==> config.mk <==
export PLATFORM = sky130hd
export DESIGN_NAME = gpms_cell
export DESIGN_NICKNAME = d
export VERILOG_FILES = /design/src/sv/gpms_pkg.sv /design/src/sv/gpms_cell.sv
export SDC_FILE = /design/constraint.sdc
export NUM_CORES = 1
export LEC_CHECK = 0
export BUFFER_PORTS_ARGS = -buffer_cell sky130_fd_sc_hd__buf_2
export CORE_MARGIN = 4
export CORE_UTILIZATION = 45
export DETAILED_ROUTE_END_ITERATION = 8
export PLACE_DENSITY_LB_ADDON = 0.05
export SYNTH_ARGS = -nofsm -noshare
export SYNTH_HDL_FRONTEND = slang
export SYNTH_SLANG_ARGS = --single-unit
==> constraint.sdc <==
create_clock -name i_clk -period 2.3 [get_ports i_clk]
set_input_delay 0.115 -clock i_clk [delete_from_list [all_inputs] [get_ports i_clk]]
set_output_delay 0.115 -clock i_clk [all_outputs]
set_load 0.01 [all_outputs]
==> src/sv/gpms_pkg.sv <==
`default_nettype none
// ----------------------------------------------------------------------------
// gpms_pkg: shared types and constants for the greedy pair-match scorer
// Holds the request and result payloads, the chain slot type, the state
// encoding and the ordering function used by the chain cells.
// ----------------------------------------------------------------------------
package gpms_pkg;

    // Array geometry.
    localparam int MAX_SIDE      = 16;
    localparam int WEIGHT_BITS   = 16;
    localparam int SIDE_BITS     = (MAX_SIDE > 1) ? $clog2(MAX_SIDE) : 1;
    localparam int SIDE_CNT_BITS = $clog2(MAX_SIDE + 1);
    localparam int STORE_DEPTH   = MAX_SIDE * MAX_SIDE;
    localparam int ADDR_BITS     = (STORE_DEPTH > 1) ? $clog2(STORE_DEPTH) : 1;
    localparam int COUNT_BITS    = $clog2(STORE_DEPTH + 1);
    localparam int CHAIN_LEN     = (MAX_SIDE > 1) ? MAX_SIDE : 2;

    // Fixed field widths.
    localparam int DIM_W   = 5;
    localparam int PW_W    = 16;
    localparam int TOTAL_W = 16;
    localparam int SUM_W   = 20;
    localparam int SCORE_W = 17;

    localparam logic [SUM_W-1:0]   SUM_MAX   = '1;
    localparam logic [SCORE_W-1:0] SCORE_MAX = '1;

    // Configuration port.
    localparam int CFG_IDX_W  = 1;
    localparam int CFG_DATA_W = DIM_W;
    typedef logic [CFG_IDX_W-1:0] t_cfg_idx;
    localparam t_cfg_idx CFG_ROW_COUNT = 1'b0;
    localparam t_cfg_idx CFG_COL_COUNT = 1'b1;

    typedef struct packed {
        logic [PW_W-1:0]    pair_weight;
        logic               is_last;
        logic [TOTAL_W-1:0] total_aligned;
    } t_request;

    typedef struct packed {
        logic [SUM_W-1:0]   matched_sum;
        logic [SCORE_W-1:0] score_q16;
        logic               zero_total;
    } t_result;

    // One candidate pair travelling along the chain.
    typedef struct packed {
        logic                   vld;
        logic [WEIGHT_BITS-1:0] w;
        logic [SIDE_BITS-1:0]   r;
        logic [SIDE_BITS-1:0]   c;
    } t_slot;

    typedef struct packed {
        logic insert;
        logic unload;
    } t_cell_ctl;

    typedef enum logic [2:0] {
        ST_IDLE,
        ST_SCAN,
        ST_DRAIN,
        ST_UNLOAD,
        ST_DIVIDE
    } t_state;

    // True when pair a comes before pair b in greedy order: heavier first,
    // and on equal weight the earlier row-major position first.
    function automatic logic precedes(input t_slot a, input t_slot b);
        logic res;
        res = (a.w > b.w) || ((a.w == b.w) && ({a.r, a.c} < {b.r, b.c}));
        return res;
    endfunction

    // A dimension of zero acts as one; anything above the maximum acts as it.
    function automatic logic [SIDE_CNT_BITS-1:0] clamp_side(input logic [DIM_W-1:0] v);
        logic [SIDE_CNT_BITS-1:0] res;
        if (v == '0) begin
            res = SIDE_CNT_BITS'(1);
        end else if (32'(v) > MAX_SIDE) begin
            res = SIDE_CNT_BITS'(MAX_SIDE);
        end else begin
            res = SIDE_CNT_BITS'(v);
        end
        return res;
    endfunction

endpackage
`default_nettype wire

==> src/sv/gpms_cell.sv <==
`default_nettype none
// ----------------------------------------------------------------------------
// gpms_cell: one cell of the sorting chain
// In insert mode the cell keeps the better of its held pair and the arriving
// pair and passes the other on; in unload mode it takes its right neighbor's
// pair so that the chain drains toward cell zero in greedy order.
// ----------------------------------------------------------------------------
module gpms_cell (
    input  logic              i_clk,
    input  logic              i_rst_n,
    input  gpms_pkg::t_cell_ctl i_ctl,
    input  gpms_pkg::t_slot   i_fwd,
    input  gpms_pkg::t_slot   i_back,
    output gpms_pkg::t_slot   o_held,
    output gpms_pkg::t_slot   o_pass
);
    import gpms_pkg::*;

    t_slot r_held;
    t_slot n_held;
    t_slot r_pass;
    t_slot n_pass;

    // Compare and swap, or shift toward the head.
    always_comb begin
        n_held     = r_held;
        n_pass     = r_pass;
        n_pass.vld = 1'b0;
        if (i_ctl.unload) begin
            n_held = i_back;
        end else if (i_ctl.insert && i_fwd.vld) begin
            if (!r_held.vld) begin
                n_held = i_fwd;
            end else if (precedes(i_fwd, r_held)) begin
                n_held = i_fwd;
                n_pass = r_held;
            end else begin
                n_pass = i_fwd;
            end
        end
    end

    always_ff @(posedge i_clk) begin
        if (!i_rst_n) begin
            r_held <= '0;
            r_pass <= '0;
        end else begin
            r_held <= n_held;
            r_pass <= n_pass;
        end
    end

    assign o_held = r_held;
    assign o_pass = r_pass;

endmodule
`default_nettype wire

# == Yosys cells after proc, flatten, opt, wreduce, memory -nomap -nowiden ==
# Index checks and enable logic that the tools add are counted.
# word_totals
out_inout_bits,50
reg_bits,50
elab_cells,28
# classes
n_mux,5
n_eq_ne,2
n_reduce_logical,7
n_lt_le_gt_ge,2
bitwise,4
# ops
operator,count
two-way mux 25 bit,5
equality test 16 bit,1
> comparator 16 bit,1
< comparator 8 bit,1
inverter 1 bit,4
OR reduction 4 bit,1
"inequality test 3 x 2 -> 1 bit, second input constant",1
AND reduction 3 bit,1
logical AND 1 bit,2
AND reduction 2 bit,1
nonzero test 2 bit,1
logical OR 1 bit,1

# == Longest topological paths before layout ==
# depth
depth_word,7
depth_mapped,10

# == Worst setup path after synthesis ==
# Ideal clock, no wire load.
# synth_path
kind,reg2reg
from,"register r_held, in the netlist o_held[21]"
to,"register r_pass, in the netlist o_pass[10]"
path_buffers,2
arrival_time_ns,2.081
path_slack_ns,0.082
synth_period_minus_slack_ns,2.218
path_stages_with_launch,11
cell_sequence,dfxtp_1 -> inv_1 -> ha_1 -> a211oi_2 -> o21bai_2 -> a211o_1 -> a211o_4 -> buf_6 -> buf_4 -> nand3_1 -> a31oi_1
# synth_between
elab_chain_len,4
word_cells_on_any_way,5
classes_between,1 x order compare; 1 x eq/ne; 1 x mux; 2 x reduce/logical
# synth_rtl
item,line_no,text
"start, declared",gpms_cell.sv:19,t_slot r_held;
"start signal, assigned",gpms_cell.sv:48,r_held <= n_held;
branches (longest 2 deep; another with > comparator 16 bit),n/a,
logical OR 1 bit (*),gpms_pkg.sv:73,"res = (a.w > b.w) || ((a.w == b.w) && ({a.r, a.c} < {b.r, b.c}));"
two-way mux 25 bit (*),gpms_cell.sv:34,"end else if (precedes(i_fwd, r_held)) begin"
"end signal, assigned",gpms_cell.sv:49,r_pass <= n_pass;
"end, declared",gpms_cell.sv:21,t_slot r_pass;
# Mark *: on every way between the ends.
# A chain may end at the register's enable or synchronous reset.

# == Worst setup path in the final report ==
# layout_path
from,"register r_held, in the netlist o_held[9]"
to,"register r_held, in the netlist o_held[7]"
# layout_between
elab_chain_len,5
word_cells_on_any_way,6
classes_between,1 x order compare; 2 x eq/ne; 3 x reduce/logical
# layout_rtl
item,line_no
branches (longest 2 deep; another with > comparator 16 bit),n/a
logical OR 1 bit (*),gpms_pkg.sv:73
inequality test 3 x 2 -> 1 bit (no line) (*),n/a
AND reduction 2 bit (no line) (*),n/a
# Marks and branches as above.

==> key figures <==
STA
  – Setup violators final: 13
  – Final slew viol count: 0
  – Final hold violation count: 0
  – Tmin final: between 2000 and 2500 ps
  – Final Skew: 11.7 ps
  – Slew HR: 40.8%
  – FMAX: approximately 0.42 GHz
  – RSZ-0062 raised after global routing: true
  – Final WS setup: -92.0 ps
  – Worst-Margin Slew: between 800 and 900 ps
  – Setup TNS: -365 ps
  – Tcrit/Tclk final: 104%

Clock tree
  – CTS clock-pin slew for the worst setup and hold paths: 100 ps
  – Root Buffer: clkbuf_8
  – Clock buffer count from CTS: 5
  – Clk_lat worst skew: 310 ps
  – CTS H-tree depth: 2
  – Cts hold-fix bufs: 0
  – CTS Buffer Depth: 2
  – CTS tree: done
  – Clock sinks: 50

Logic synthesis
  – Synthesized area per cell: 9.31 µm²
  – Seq cells post-synth: 50
  – Mapped Area: between 0.003 and 0.004 mm²
  – Post-Synthesis Cells: 373
  – Ys async rst share: 0%
  – Distinct cell type count of the synthesized netlist: 37
  – Post-synth top area cell: dfxtp_1
  – Synth warn: 0
  – Synth top area cells: dfxtp_1 (29%), ha_1 (8.3%), a2111oi_2 (7.8%), o21ai_0 (7.8%), a211oi_2 (7.6%)
  – Syn_nets: 450
  – Post-synth EDFFs: 0
  – Yosys top cell area share: ~29%
  – Register area share after synthesis: ~29%
  – Top_reg_cell synth: dfxtp_1

Setup path
  – Flop-to-flop setup slack: -90 ps
  – Path type of the worst setup path: register to register
  – Worst Setup End Kind: register
  – CP required: 2490 ps
  – Arr. time, crit path: 2580 ps
  – Critical path fanouts, max: 5
  – Cells on worst reg2reg path: 10
  – Cells along the critical path: inv_1 -> ha_4 -> nor2b_4 -> o211ai_4 -> a2111oi_4 -> a2111oi_4 -> buf_4 -> buf_4 -> a2111oi_2 -> a211oi_2
  – R2r endpoint: o_held[7]
  – Origin of the critical flop-to-flop path: o_held[9]
  – Max stage delay on crit path: 460 ps
  – Slowest CP cell: a2111oi_4
  – Startpoint Class: register

Pwr
  – Leak: 2.16 nW
  – Peak VDD IR: between 0.3 and 0.4 mV
  – Power Total: 0.00265 W
  – Cell area power density: 500 mW/mm²

Place
  – Placed wire-length estimate: 6960 µm
  – Placer congestion estimate: between 0.7 and 0.8
  – Placed Area: 0.00437 mm²
  – PortBufs: 103

Floorplan
  – Row Count: 31
  – Die area: 0.00919 mm²
  – Die width: approximately 96 µm
  – Die Y: 95.8 µm
  – Initial Utilization: 47.1%
  – I/O pins: 104
  – Core Box Area: 0.00737 mm²

Route
  – Final WL: 11300 µm
  – Routed wire length per instance: 18.2 µm
  – Vias per Instance: 5.70
  – Initial DRC count: 202
  – Remaining antenna violation count: 0
  – Vias: 3540
  – DRC violations left: 0
  – Pre-antenna DRT Iters: 4

Finish
  – Syn-to-layout area delta: 52.5%
  – Design area: 0.00529 mm²
  – Fill cells: roughly 550
  – Final core utilization: between 70% and 80%
  – Layout Nets: 599
  – Layout cell share with drive strength beyond 1: ~53%
  – Inserted Diodes: 0

GRT
  – Congestion Overflow GR: 0
  – GRT Overall Usage: between 20% and 30%
  – Largest net degree at the start of global routing: 49
  – Initial antenna violation count: 0
  – First-pass GRT wire length: 17000 µm
  – Vias in the first global route: 3374

Run
  – Max-cap violation count: 0

Min path
  – Worst hold path cell count: 3
  – Hold wc startpoint: i_back[24]
  – Hold Crit Class: input pin to register
  – Hold endpoint: o_held[24]

Outcome
  – Status: complete, but fails checks
  – Failing checks: negative setup slack
-- power by group --
| part | internal, W | switching, W |
|---|---|---|
| logic | 0.000483 | 0.000547 |
| clock network | 0.000349 | 0.000317 |
| registers | 0.000917 | 0.0000330 |
-- cells in the final DEF, fill, tap and decap left out, types with 14 or more instances in the layout --
cell type,count
buf_2,103
buf_4,55
o21ai_0,52
dfxtp_1,39
nor2_1,26
a211oi_2,24
nand3_1,24
a31oi_1,24
a2111oi_4,23
a21bo_1,23
inv_1,19
ha_4,14
-- critical path: cells and delay by family (launching register included) --
family,cells,cell delay [ps]
DFF,1,340
adders and majority gates,1,270
AOI/OAI and AO/OA,5,1060
and+or+nand+nor,1,160
buffers and inverters,3,430
-- sequential cells by signal, indices dropped and copies added, names as in the netlist --
register	cells
o_held	25
o_pass	25
-- cells by family after synthesis --
group	share of synthesized area (%)
adders and majority gates	8.29
buffers and inverters	8.79
AOI/OAI and AO/OA	43.3
DFF	28.8
and+or+nand+nor	10.8
-- per-layer routing --
layer	up-vias	routed length, µm	share of wire [%]	track usage, %
li1	1713	-	-	-
met1	1700	4660	41	30.6
met2	107	5860	52	40.9
met3	20	557	4.9	2.74
met4	0	234	2.1	6.64
met5	-	0	0	0
-- cells in the mapped netlist (all sizes together) (3+ instances only) --
| cell | instances |
|---|---|
| buf | 18 |
| inv | 24 |
| a31oi | 24 |
| o21ai | 54 |
| a21oi | 10 |
| nor2 | 26 |
| a21bo | 23 |
| clkbuf | 17 |
| nand3 | 24 |
| nor2b | 3 |
| dfxtp | 50 |
| a211oi | 26 |
| nand2 | 6 |
| nand4 | 4 |
| a2111oi | 26 |
| ha | 23 |
-- per-stage QoR --
stage	cells	setup WS, ps	hold WS [ps]
finish	621	-92.0	68.0
global route	621	-183	111
CTS	616	2.10	66.7
detailed placement	594	-274	392
global placement	594	-184	383
floorplan	373	82.0	294
-- worst max path at each step --
stage                           from          to  slack (ps)  cells after the start
after global routing       o_held[9]   o_held[7]        -180                     10
after detailed placement   o_held[9]   o_held[0]        -270                      9
after floorplan           o_held[21]  o_pass[10]          80                     10
final                      o_held[9]   o_held[7]         -90                     10
after global placement    o_held[15]   o_held[2]        -180                      8
after CTS                 o_held[10]   o_held[0]           2                     11
-- timing repair --
item	4_1_cts	5_1_grt
setup endpoints to repair	46	48
buffers inserted	13	5
gates cloned	2	1
pin swaps	11	25
resized for setup	50	36
endpoints found under the hold margin	0	0
-- final cells by class --
class,count,area [µm²],area share [%]
multi-input combinational,265,2700,50.9
timing repair buffer,176,1260,23.8
sequential,50,1010,19.2
tap,99,124,2.34
inverter,24,90.1,1.70
clock buffer,6,82.6,1.56
clock inverter,1,30.0,0.567
Power figures use the tool's default switching activity.
