## src/sv/gpms_pkg.sv

```systemverilog
`default_nettype none
// ----------------------------------------------------------------------------
// gpms_pkg: shared types and constants for the greedy pair-match scorer
// Holds the request and result payloads, the chain slot type, the state
// encoding and the ordering function used by the chain cells.
// ----------------------------------------------------------------------------
package gpms_pkg;

    // Array geometry.
    localparam int MAX_SIDE      = 16;
    localparam int WEIGHT_BITS   = 16;
    localparam int SIDE_BITS     = (MAX_SIDE > 1) ? $clog2(MAX_SIDE) : 1;
    localparam int SIDE_CNT_BITS = $clog2(MAX_SIDE + 1);
    localparam int STORE_DEPTH   = MAX_SIDE * MAX_SIDE;
    localparam int ADDR_BITS     = (STORE_DEPTH > 1) ? $clog2(STORE_DEPTH) : 1;
    localparam int COUNT_BITS    = $clog2(STORE_DEPTH + 1);
    localparam int CHAIN_LEN     = (MAX_SIDE > 1) ? MAX_SIDE : 2;

    // Fixed field widths.
    localparam int DIM_W   = 5;
    localparam int PW_W    = 16;
    localparam int TOTAL_W = 16;
    localparam int SUM_W   = 20;
    localparam int SCORE_W = 17;

    localparam logic [SUM_W-1:0]   SUM_MAX   = '1;
    localparam logic [SCORE_W-1:0] SCORE_MAX = '1;

    // Configuration port.
    localparam int CFG_IDX_W  = 1;
    localparam int CFG_DATA_W = DIM_W;
    typedef logic [CFG_IDX_W-1:0] t_cfg_idx;
    localparam t_cfg_idx CFG_ROW_COUNT = 1'b0;
    localparam t_cfg_idx CFG_COL_COUNT = 1'b1;

    typedef struct packed {
        logic [PW_W-1:0]    pair_weight;
        logic               is_last;
        logic [TOTAL_W-1:0] total_aligned;
    } t_request;

    typedef struct packed {
        logic [SUM_W-1:0]   matched_sum;
        logic [SCORE_W-1:0] score_q16;
        logic               zero_total;
    } t_result;

    // One candidate pair travelling along the chain.
    typedef struct packed {
        logic                   vld;
        logic [WEIGHT_BITS-1:0] w;
        logic [SIDE_BITS-1:0]   r;
        logic [SIDE_BITS-1:0]   c;
    } t_slot;

    typedef struct packed {
        logic insert;
        logic unload;
    } t_cell_ctl;

    typedef enum logic [2:0] {
        ST_IDLE,
        ST_SCAN,
        ST_DRAIN,
        ST_UNLOAD,
        ST_DIVIDE
    } t_state;

    // True when pair a comes before pair b in greedy order: heavier first,
    // and on equal weight the earlier row-major position first.
    function automatic logic precedes(input t_slot a, input t_slot b);
        logic res;
        res = (a.w > b.w) || ((a.w == b.w) && ({a.r, a.c} < {b.r, b.c}));
        return res;
    endfunction

    // A dimension of zero acts as one; anything above the maximum acts as it.
    function automatic logic [SIDE_CNT_BITS-1:0] clamp_side(input logic [DIM_W-1:0] v);
        logic [SIDE_CNT_BITS-1:0] res;
        if (v == '0) begin
            res = SIDE_CNT_BITS'(1);
        end else if (32'(v) > MAX_SIDE) begin
            res = SIDE_CNT_BITS'(MAX_SIDE);
        end else begin
            res = SIDE_CNT_BITS'(v);
        end
        return res;
    endfunction

endpackage
`default_nettype wire

```

## src/sv/gpms_div.sv

```systemverilog
`default_nettype none
// ----------------------------------------------------------------------------
// gpms_div: score divider
// Restoring division of the matched sum, shifted up by sixteen bits, by the
// total; one quotient bit per cycle, with zero-total and saturation handled
// up front.
// ----------------------------------------------------------------------------
module gpms_div (
    input  logic                          i_clk,
    input  logic                          i_rst_n,
    input  logic                          i_start,
    input  logic [gpms_pkg::SUM_W-1:0]    i_sum,
    input  logic [gpms_pkg::TOTAL_W-1:0]  i_total,
    output logic                          o_done,
    output logic [gpms_pkg::SCORE_W-1:0]  o_score,
    output logic                          o_zero
);
    import gpms_pkg::*;

    localparam int CNT_W = $clog2(SCORE_W + 1);

    logic                 r_busy;
    logic [CNT_W-1:0]     r_cnt;
    logic [TOTAL_W-1:0]   r_rem;
    logic                 r_lsb;
    logic [TOTAL_W-1:0]   r_div;
    logic [SCORE_W-1:0]   r_q;
    logic                 r_done;
    logic                 r_zero;
    logic [TOTAL_W:0]     w_shift;
    logic                 w_ge;

    // Partial remainder with the next dividend bit brought in.
    assign w_shift = {r_rem, r_lsb};
    assign w_ge    = w_shift >= {1'b0, r_div};

    always_ff @(posedge i_clk) begin
        if (!i_rst_n) begin
            r_busy <= 1'b0;
            r_done <= 1'b0;
            r_cnt  <= '0;
        end else begin
            r_done <= 1'b0;
            if (i_start) begin
                if (i_total == '0) begin
                    r_done <= 1'b1;
                end else if (i_sum >= SUM_W'({i_total, 1'b0})) begin
                    r_done <= 1'b1;
                end else begin
                    r_busy <= 1'b1;
                    r_cnt  <= CNT_W'(SCORE_W);
                end
            end else if (r_busy) begin
                r_cnt <= r_cnt - CNT_W'(1);
                if (r_cnt == CNT_W'(1)) begin
                    r_busy <= 1'b0;
                    r_done <= 1'b1;
                end
            end
        end
    end

    // Datapath: quotient, remainder and flags.
    always_ff @(posedge i_clk) begin
        if (i_start) begin
            r_div  <= i_total;
            r_zero <= (i_total == '0);
            r_rem  <= TOTAL_W'(i_sum >> 1);
            r_lsb  <= i_sum[0];
            if (i_total == '0) begin
                r_q <= '0;
            end else if (i_sum >= SUM_W'({i_total, 1'b0})) begin
                r_q <= SCORE_MAX;
            end else begin
                r_q <= '0;
            end
        end else if (r_busy) begin
            r_lsb <= 1'b0;
            if (w_ge) begin
                r_rem <= TOTAL_W'(w_shift - {1'b0, r_div});
                r_q   <= {r_q[SCORE_W-2:0], 1'b1};
            end else begin
                r_rem <= w_shift[TOTAL_W-1:0];
                r_q   <= {r_q[SCORE_W-2:0], 1'b0};
            end
        end
    end

    assign o_done  = r_done;
    assign o_score = r_q;
    assign o_zero  = r_zero;

endmodule
`default_nettype wire

```

## config.mk

```make
export PLATFORM = sky130hd
export DESIGN_NAME = gpms_div
export DESIGN_NICKNAME = d
export VERILOG_FILES = /design/src/sv/gpms_pkg.sv /design/src/sv/gpms_div.sv
export SDC_FILE = /design/constraint.sdc
export NUM_CORES = 1
export LEC_CHECK = 0
export BUFFER_PORTS_ARGS = -buffer_cell sky130_fd_sc_hd__clkbuf_2
export CORE_ASPECT_RATIO = 0.9
export CORE_MARGIN = 3
export CORE_UTILIZATION = 26
export CTS_BUF_LIST = sky130_fd_sc_hd__clkbuf_4 sky130_fd_sc_hd__clkbuf_8 sky130_fd_sc_hd__clkbuf_16
export DETAILED_ROUTE_END_ITERATION = 8
export PLACE_DENSITY = 0.48
export SYNTH_ARGS = -nofsm -noshare
export SYNTH_HDL_FRONTEND = slang
export SYNTH_SLANG_ARGS = --single-unit
```

## constraint.sdc

```tcl
create_clock -name i_clk -period 2.5 [get_ports i_clk]
set_input_delay 0.5 -clock i_clk [delete_from_list [all_inputs] [get_ports i_clk]]
set_output_delay 0.5 -clock i_clk [all_outputs]
set_load 0.05 [all_outputs]
```

Word-level counts from Yosys, hierarchy flattened
Index checks and enable logic that the tools add are counted.
{"block": "word_totals", "reg_bits": 58, "output_inout_bits": 19}
{"block": "classes", "add_sub_neg": 2, "magnitude_cmp": 2, "n_eq_ne": 3, "n_mux": 24, "reduce_logical": 4}
{"cell": "2-to-1 mux 17 bit", "n": 4}
{"cell": "2-to-1 mux 16 bit", "n": 3}
{"cell": ">= comparator 20 x 17 -> 1 bit", "n": 1}
{"cell": "2-to-1 mux 5 bit", "n": 4}
{"cell": ">= comparator 17 x 16 -> 1 bit", "n": 1}
{"cell": "zero test 16 bit", "n": 1}
{"cell": "subtractor 16 bit", "n": 1}
{"cell": "2-to-1 mux 1 bit", "n": 13}
{"cell": "equality test 5 x 1 -> 1 bit (second input constant)", "n": 1}
{"cell": "subtractor 5 x 1 -> 5 bit (second input constant)", "n": 1}
{"cell": "inequality test 2 bit (second input constant)", "n": 2}
{"cell": "AND reduction 3 bit", "n": 1}
{"cell": "AND reduction 2 bit", "n": 1}
{"cell": "nonzero test 2 bit", "n": 1}

Logic depth before layout (Yosys ltp)
{"block": "depth", "word_depth": 4, "mapped_depth": 10, "ltp_nobuf": 10}

Worst setup path before layout
Ideal clock, no wire load.
{"block": "synth_path", "kind": "reg2reg", "from": "reg r_lsb", "to": "reg r_rem[10] (data pin)", "setup_ns": 0.261, "t_arrival_ns": 2.223, "t_required_ns": 2.239, "slack_ns": 0.016, "stages_incl_launch_ff": 11, "n_path_buf": 0, "synth_period_minus_slack_ns": 2.484, "path_cell_list": "edfxtp_1 inv_1 ha_1 inv_1 fa_1 a21o_1 a221oi_2 o21bai_1 a31oi_1 xnor2_1 a221o_1"}
{"block": "synth_via", "elab_chain_len": 4, "elab_cells_between_ends": 5, "cone_classes": "add/sub: 1; order compare: 1; mux: 3"}
{"item": "start, declared", "line_no": "gpms_div.sv:25", "source": "logic r_lsb;"}
{"item": "start signal, assigned", "line_no": "gpms_div.sv:69", "source": "r_lsb <= i_sum[0];"}
{"item": "subtractor 16 bit / >= comparator 17 x 16 -> 1 bit (equally long branches)", "line_no": "gpms_div.sv:80, gpms_div.sv:35"}
{"item": "2-to-1 mux 16 bit *", "line_no": "gpms_div.sv:79", "source": "if (w_ge) begin"}
{"item": "2-to-1 mux 16 bit *", "line_no": "gpms_div.sv:77", "source": "end else if (r_busy) begin"}
{"item": "2-to-1 mux 16 bit *", "line_no": "gpms_div.sv:65", "source": "if (i_start) begin"}
{"item": "end signal, assigned", "line_no": "gpms_div.sv:68", "source": "r_rem <= TOTAL_W'(i_sum >> 1);"}
{"item": "end signal, assigned", "line_no": "gpms_div.sv:80", "source": "r_rem <= TOTAL_W'(w_shift - {1'b0, r_div});"}
{"item": "end signal, assigned", "line_no": "gpms_div.sv:83", "source": "r_rem <= w_shift[TOTAL_W-1:0];"}
{"item": "end, declared", "line_no": "gpms_div.sv:24", "source": "logic [TOTAL_W-1:0] r_rem;"}
Every way passes the cells marked *; elsewhere a longest branch is shown, timed or not. The select of a mux whose other input is x is not followed.
A chain may end at the register's enable or synchronous reset.

Worst setup path in the final report
{"block": "layout_path", "from": "reg r_rem[4]", "to": "reg r_rem[10] (data pin)"}
{"block": "layout_via", "elab_chain_len": 4, "elab_cells_between_ends": 5, "cone_classes": "add/sub: 1; order compare: 1; mux: 3"}
{"item": "subtractor 16 bit / >= comparator 17 x 16 -> 1 bit (equally long branches)", "line_no": "gpms_div.sv:80, gpms_div.sv:35"}
{"item": "2-to-1 mux 16 bit *", "line_no": "gpms_div.sv:79"}
{"item": "2-to-1 mux 16 bit *", "line_no": "gpms_div.sv:77"}
{"item": "2-to-1 mux 16 bit *", "line_no": "gpms_div.sv:65"}
Marks and branches as above.

==> impl_metrics.prom <==
# TYPE chip_impl_metric gauge
chip_impl_metric{name="grt_antenna_before_repair",unit=""} 0
chip_impl_metric{name="dp_hpwl",unit="mm"} 8.687
chip_impl_metric{name="synthAdderAreaFrac",unit="%"} 11.71
chip_impl_metric{name="worst_skew_pair.late_latency",unit="ps"} 330
chip_impl_metric{name="layout.filler_cells",unit=""} 1464
chip_impl_metric{name="power_frac_seq",unit="%"} 28.8
chip_impl_metric{name="max_cap_viol_count",unit=""} 0
chip_impl_info{name="holdCritPathClass",value="in2reg"} 1
chip_impl_info{name="outcome",value="complete, but fails checks"} 1
chip_impl_metric{name="register_bit_total_from_synthesis",unit=""} 58
chip_impl_metric{name="drc",unit=""} 0
chip_impl_metric{name="routabilityCongestion",unit=""} 0.8649
chip_impl_metric{name="synth_cells",unit=""} 392
chip_impl_metric{name="max_clock_freq",unit="MHz"} 387.9
chip_impl_metric{name="drt_iter0_markers",unit=""} 123
chip_impl_metric{name="share_of_the_yosys_chip_area_belonging_to_registers",unit="%"} 43.93
chip_impl_metric{name="p_switching",unit="W"} 0.001346
chip_impl_metric{name="antenna_left",unit=""} 0
chip_impl_metric{name="finalSetupViolations",unit=""} 3
chip_impl_metric{name="fin_ws",unit="ps"} -78.03
chip_impl_metric{name="first_global_vias",unit=""} 3500
chip_impl_metric{name="ys_async_sr_fraction",unit="%"} 0
chip_impl_metric{name="internal_power",unit="W"} 0.003001
chip_impl_metric{name="area_delta_synth_final",unit="%"} 42.78
chip_impl_info{name="timing.critical_path.cells",value="ha_4, nand4_1, buf_4, or4_1, o22a_2, and4_4, a221o_1"} 1
chip_impl_metric{name="antennaDiodeCount",unit=""} 0
chip_impl_metric{name="clk_path_buf_depth",unit=""} 2
chip_impl_metric{name="total_gr_overflow",unit=""} 0
chip_impl_metric{name="p_per_area",unit="mW/mm^2"} 800.0
chip_impl_metric{name="post_cts_hold_buffer_count",unit=""} 0
chip_impl_metric{name="avgSynthCellArea",unit="um^2"} 9.706
chip_impl_metric{name="final_core_util",unit="%"} 38.37
chip_impl_metric{name="ff2ff_path_depth",unit=""} 7
chip_impl_info{name="cpMaxStageDelayCell",value="sky130_fd_sc_hd__edfxtp_1"} 1
chip_impl_metric{name="final.period_utilization",unit="%"} 103.1
chip_impl_metric{name="critPathMaxStageDelay",unit="ps"} 430
chip_impl_metric{name="total_leakage_power",unit="nW"} 2.396
chip_impl_metric{name="post_synth_instance_area",unit="mm^2"} 0.003805
chip_impl_info{name="clock_root_buffer_master",value="sky130_fd_sc_hd__clkbuf_16"} 1
chip_impl_metric{name="finalHoldViolations",unit=""} 0
chip_impl_metric{name="pwr-share-clk",unit="%"} 34.8
chip_impl_metric{name="grt_usage",unit="%"} 14.06
chip_impl_metric{name="tritoncts.num_buffers",unit=""} 9
chip_impl_metric{name="final-max-slew-violation-count",unit=""} 0
chip_impl_metric{name="cp_data_arrival_time",unit="ps"} 2650
chip_impl_metric{name="placement.setup.worst_slack",unit="ps"} -265.3
chip_impl_metric{name="portBuffers",unit=""} 57
chip_impl_metric{name="worstPathMaxFanout",unit=""} 5
chip_impl_info{name="timing_worst_setup_path_type",value="reg2reg"} 1
chip_impl_metric{name="postRouteWirelength",unit="mm"} 11.39
chip_impl_metric{name="grt_max_degree",unit=""} 20
chip_impl_metric{name="layout.cell_area.non_filler",unit="mm^2"} 0.005433
chip_impl_metric{name="drtPass1Iterations",unit=""} 4
chip_impl_metric{name="ioPinCount",unit=""} 58
chip_impl_metric{name="worst_clock_skew",unit="ps"} 8.222
chip_impl_metric{name="via_per_inst",unit=""} 4.870
chip_impl_metric{name="chipWidth",unit="um"} 133.5
chip_impl_metric{name="synth-warning-count",unit=""} 0
chip_impl_metric{name="ir_drop",unit="V"} 0.0004429
chip_impl_metric{name="synth_area_in_xor_xnor",unit="%"} 2.762
chip_impl_metric{name="min_path_cells",unit=""} 1
chip_impl_metric{name="layout.nets",unit=""} 586
chip_impl_metric{name="coreArea",unit="mm^2"} 0.01416
chip_impl_info{name="nature_of_the_critical_path_startpoint",value="flip-flop"} 1
chip_impl_info{name="unrepaired_setup_endpoints_after_global_routing",value="yes"} 1
chip_impl_metric{name="final_layout_size_suffix_gt1_share",unit="%"} 35.59
chip_impl_info{name="synth_top_family_by_area",value="compound AO/OA/AOI/OAI gates"} 1
chip_impl_metric{name="cts_num_sinks",unit=""} 58
chip_impl_metric{name="max_slew.worst_pin.slew",unit="ps"} 516.0
chip_impl_metric{name="max-slew-margin-rel",unit="%"} 65.60
chip_impl_metric{name="switching_share",unit="%"} 30.96
chip_impl_metric{name="cts.htree.levels",unit=""} 3
chip_impl_metric{name="wire_length_of_the_first_global_routing_pass",unit="mm"} 17.71
chip_impl_info{name="violations",value="setup timing"} 1
chip_impl_info{name="yosys_most_used_dff",value="sky130_fd_sc_hd__edfxtp_1"} 1
chip_impl_metric{name="die_height",unit="um"} 120.8
chip_impl_metric{name="initial_utilization",unit="%"} 26.87
chip_impl_metric{name="vias",unit=""} 3458
chip_impl_metric{name="wire_per_inst",unit="um"} 16.04
chip_impl_metric{name="synthSimpleGateAreaFrac",unit="%"} 15.06
chip_impl_metric{name="dpl_cell_area",unit="mm^2"} 0.004708
chip_impl_metric{name="synth_enable_flop_cells",unit=""} 51
chip_impl_metric{name="clock_pin_slew_on_the_worst_setup_and_hold_paths",unit="ps"} 50
chip_impl_info{name="crit_path_end_kind",value="flip-flop"} 1
chip_impl_metric{name="synth_cell_type_count",unit=""} 57
chip_impl_metric{name="power.combinational.fraction",unit="%"} 36.4
chip_impl_metric{name="critPathRequiredTime",unit="ps"} 2570
chip_impl_info{name="cts_tree",value="done"} 1
chip_impl_metric{name="synth_compound_gate_area_share",unit="%"} 18.91
chip_impl_metric{name="area_of_the_die",unit="mm^2"} 0.01612
chip_impl_metric{name="postSynthNetCount",unit=""} 466
chip_impl_metric{name="muxShareOfSynthArea",unit="%"} 0
chip_impl_metric{name="layout_min_cycle_time",unit="ps"} 2578
chip_impl_metric{name="num_rows",unit=""} 41
## what timing repair did
item                                    CTS  global route
resized for setup                        11            43
endpoints found under the setup margin    5            33
buffers inserted                          3             8
pin swaps                                 9            27
## final timing paths
| kind | from | endpoint | slack, ps |
|---|---|---|---|
| min reg2reg | r_busy$_SDFFE_PN0P_ | r_busy$_SDFFE_PN0P_ | 500 |
| min | i_total[2] | r_div[2]$_DFFE_PP_ | 390 |
| max | r_rem[4]$_DFFE_PP_ | r_rem[10]$_DFFE_PP_ | -80 |
| max reg2reg | r_rem[4]$_DFFE_PP_ | r_rem[10]$_DFFE_PP_ | -80 |
## registers in the layout, indices dropped and copies added (netlist names)
signal	flops
r_lsb	1
o_score	17
r_busy	1
r_cnt	5
o_zero	1
r_rem	16
o_done	1
r_div	16
## cell usage in the layout (no fill, tap or decap), types with 11 or more instances in the layout
cell	count
sky130_fd_sc_hd__nor2_1	11
sky130_fd_sc_hd__nand2_1	24
sky130_fd_sc_hd__clkbuf_2	57
sky130_fd_sc_hd__buf_4	63
sky130_fd_sc_hd__edfxtp_1	51
sky130_fd_sc_hd__ha_1	25
sky130_fd_sc_hd__inv_1	56
sky130_fd_sc_hd__o21ai_0	23
sky130_fd_sc_hd__nand3_1	14
sky130_fd_sc_hd__a21oi_1	19
## synth_stat cells, types with 9 or more instances
cell                       instances  area share [%]
sky130_fd_sc_hd__inv_1            58             5.7
sky130_fd_sc_hd__edfxtp_1         51              40
sky130_fd_sc_hd__ha_1             34              11
sky130_fd_sc_hd__o21ai_0          29             3.8
sky130_fd_sc_hd__nand2_1          24             2.4
sky130_fd_sc_hd__a21oi_1          19             2.5
sky130_fd_sc_hd__nand3_1          16             2.1
sky130_fd_sc_hd__nor2_1           11             1.1
sky130_fd_sc_hd__a31oi_1          10             1.6
sky130_fd_sc_hd__nor3_1           10             1.3
sky130_fd_sc_hd__a21o_1            9             1.8
sky130_fd_sc_hd__clkbuf_1          9            0.89
## through the flow
stage	power (W)	cells	setup TNS [ps]	hold WS, ps
2_1_floorplan	0.002065	392	0	461.0
3_3_place_gp	0.002568	683	-2873	482.6
3_5_place_dp	0.002579	683	-4134	506.9
4_1_cts	0.004138	702	-23.94	377.8
5_1_grt	0.004571	710	-969.3	382.5
6_report	0.004346	710	-149.4	388.7
## worst max-delay path, delay by kind of cell (launching register included)
kind,cells,cell delay (ps)
buf+inv,1,230
compound gates,2,500
fa+ha+maj,1,330
simple gates,3,830
flops,1,430
## area by class of cell
| type | instances | area (um^2) | share of cell area, % |
|---|---|---|---|
| multi-input combinational | 260 | 2116 | 38.95 |
| sequential | 58 | 1672 | 30.77 |
| timing repair buffer | 124 | 820.8 | 15.11 |
| tap | 193 | 241.5 | 4.445 |
| clock buffer | 10 | 232.7 | 4.284 |
| inverter | 59 | 221.5 | 4.076 |
| clock inverter | 6 | 128.9 | 2.372 |
## cell families after synthesis
group           Yosys count
compound gates          108
simple gates            105
buf+inv                  74
flops                    58
fa+ha+maj                35
xor+xnor                 12
## power by group through the flow
stage / Sequential (W) / Combinational, W / Clock [W]
after floorplan: 0.00132 / 0.000745 / 0
after global placement: 0.00126 / 0.00131 / 0
after detailed placement: 0.00126 / 0.00132 / 0
after CTS: 0.00124 / 0.00136 / 0.00154
after global routing: 0.00126 / 0.00172 / 0.00159
final: 0.00125 / 0.00158 / 0.00151
## routing by layer
layer  global-route usage [%]  wire [um]
met2                    23.89       5561
met3                    2.787        505
met5                        0          0
met4                    4.627        192
met1                    18.00       5131
No activity file was read; power rests on OpenSTA's default activity.
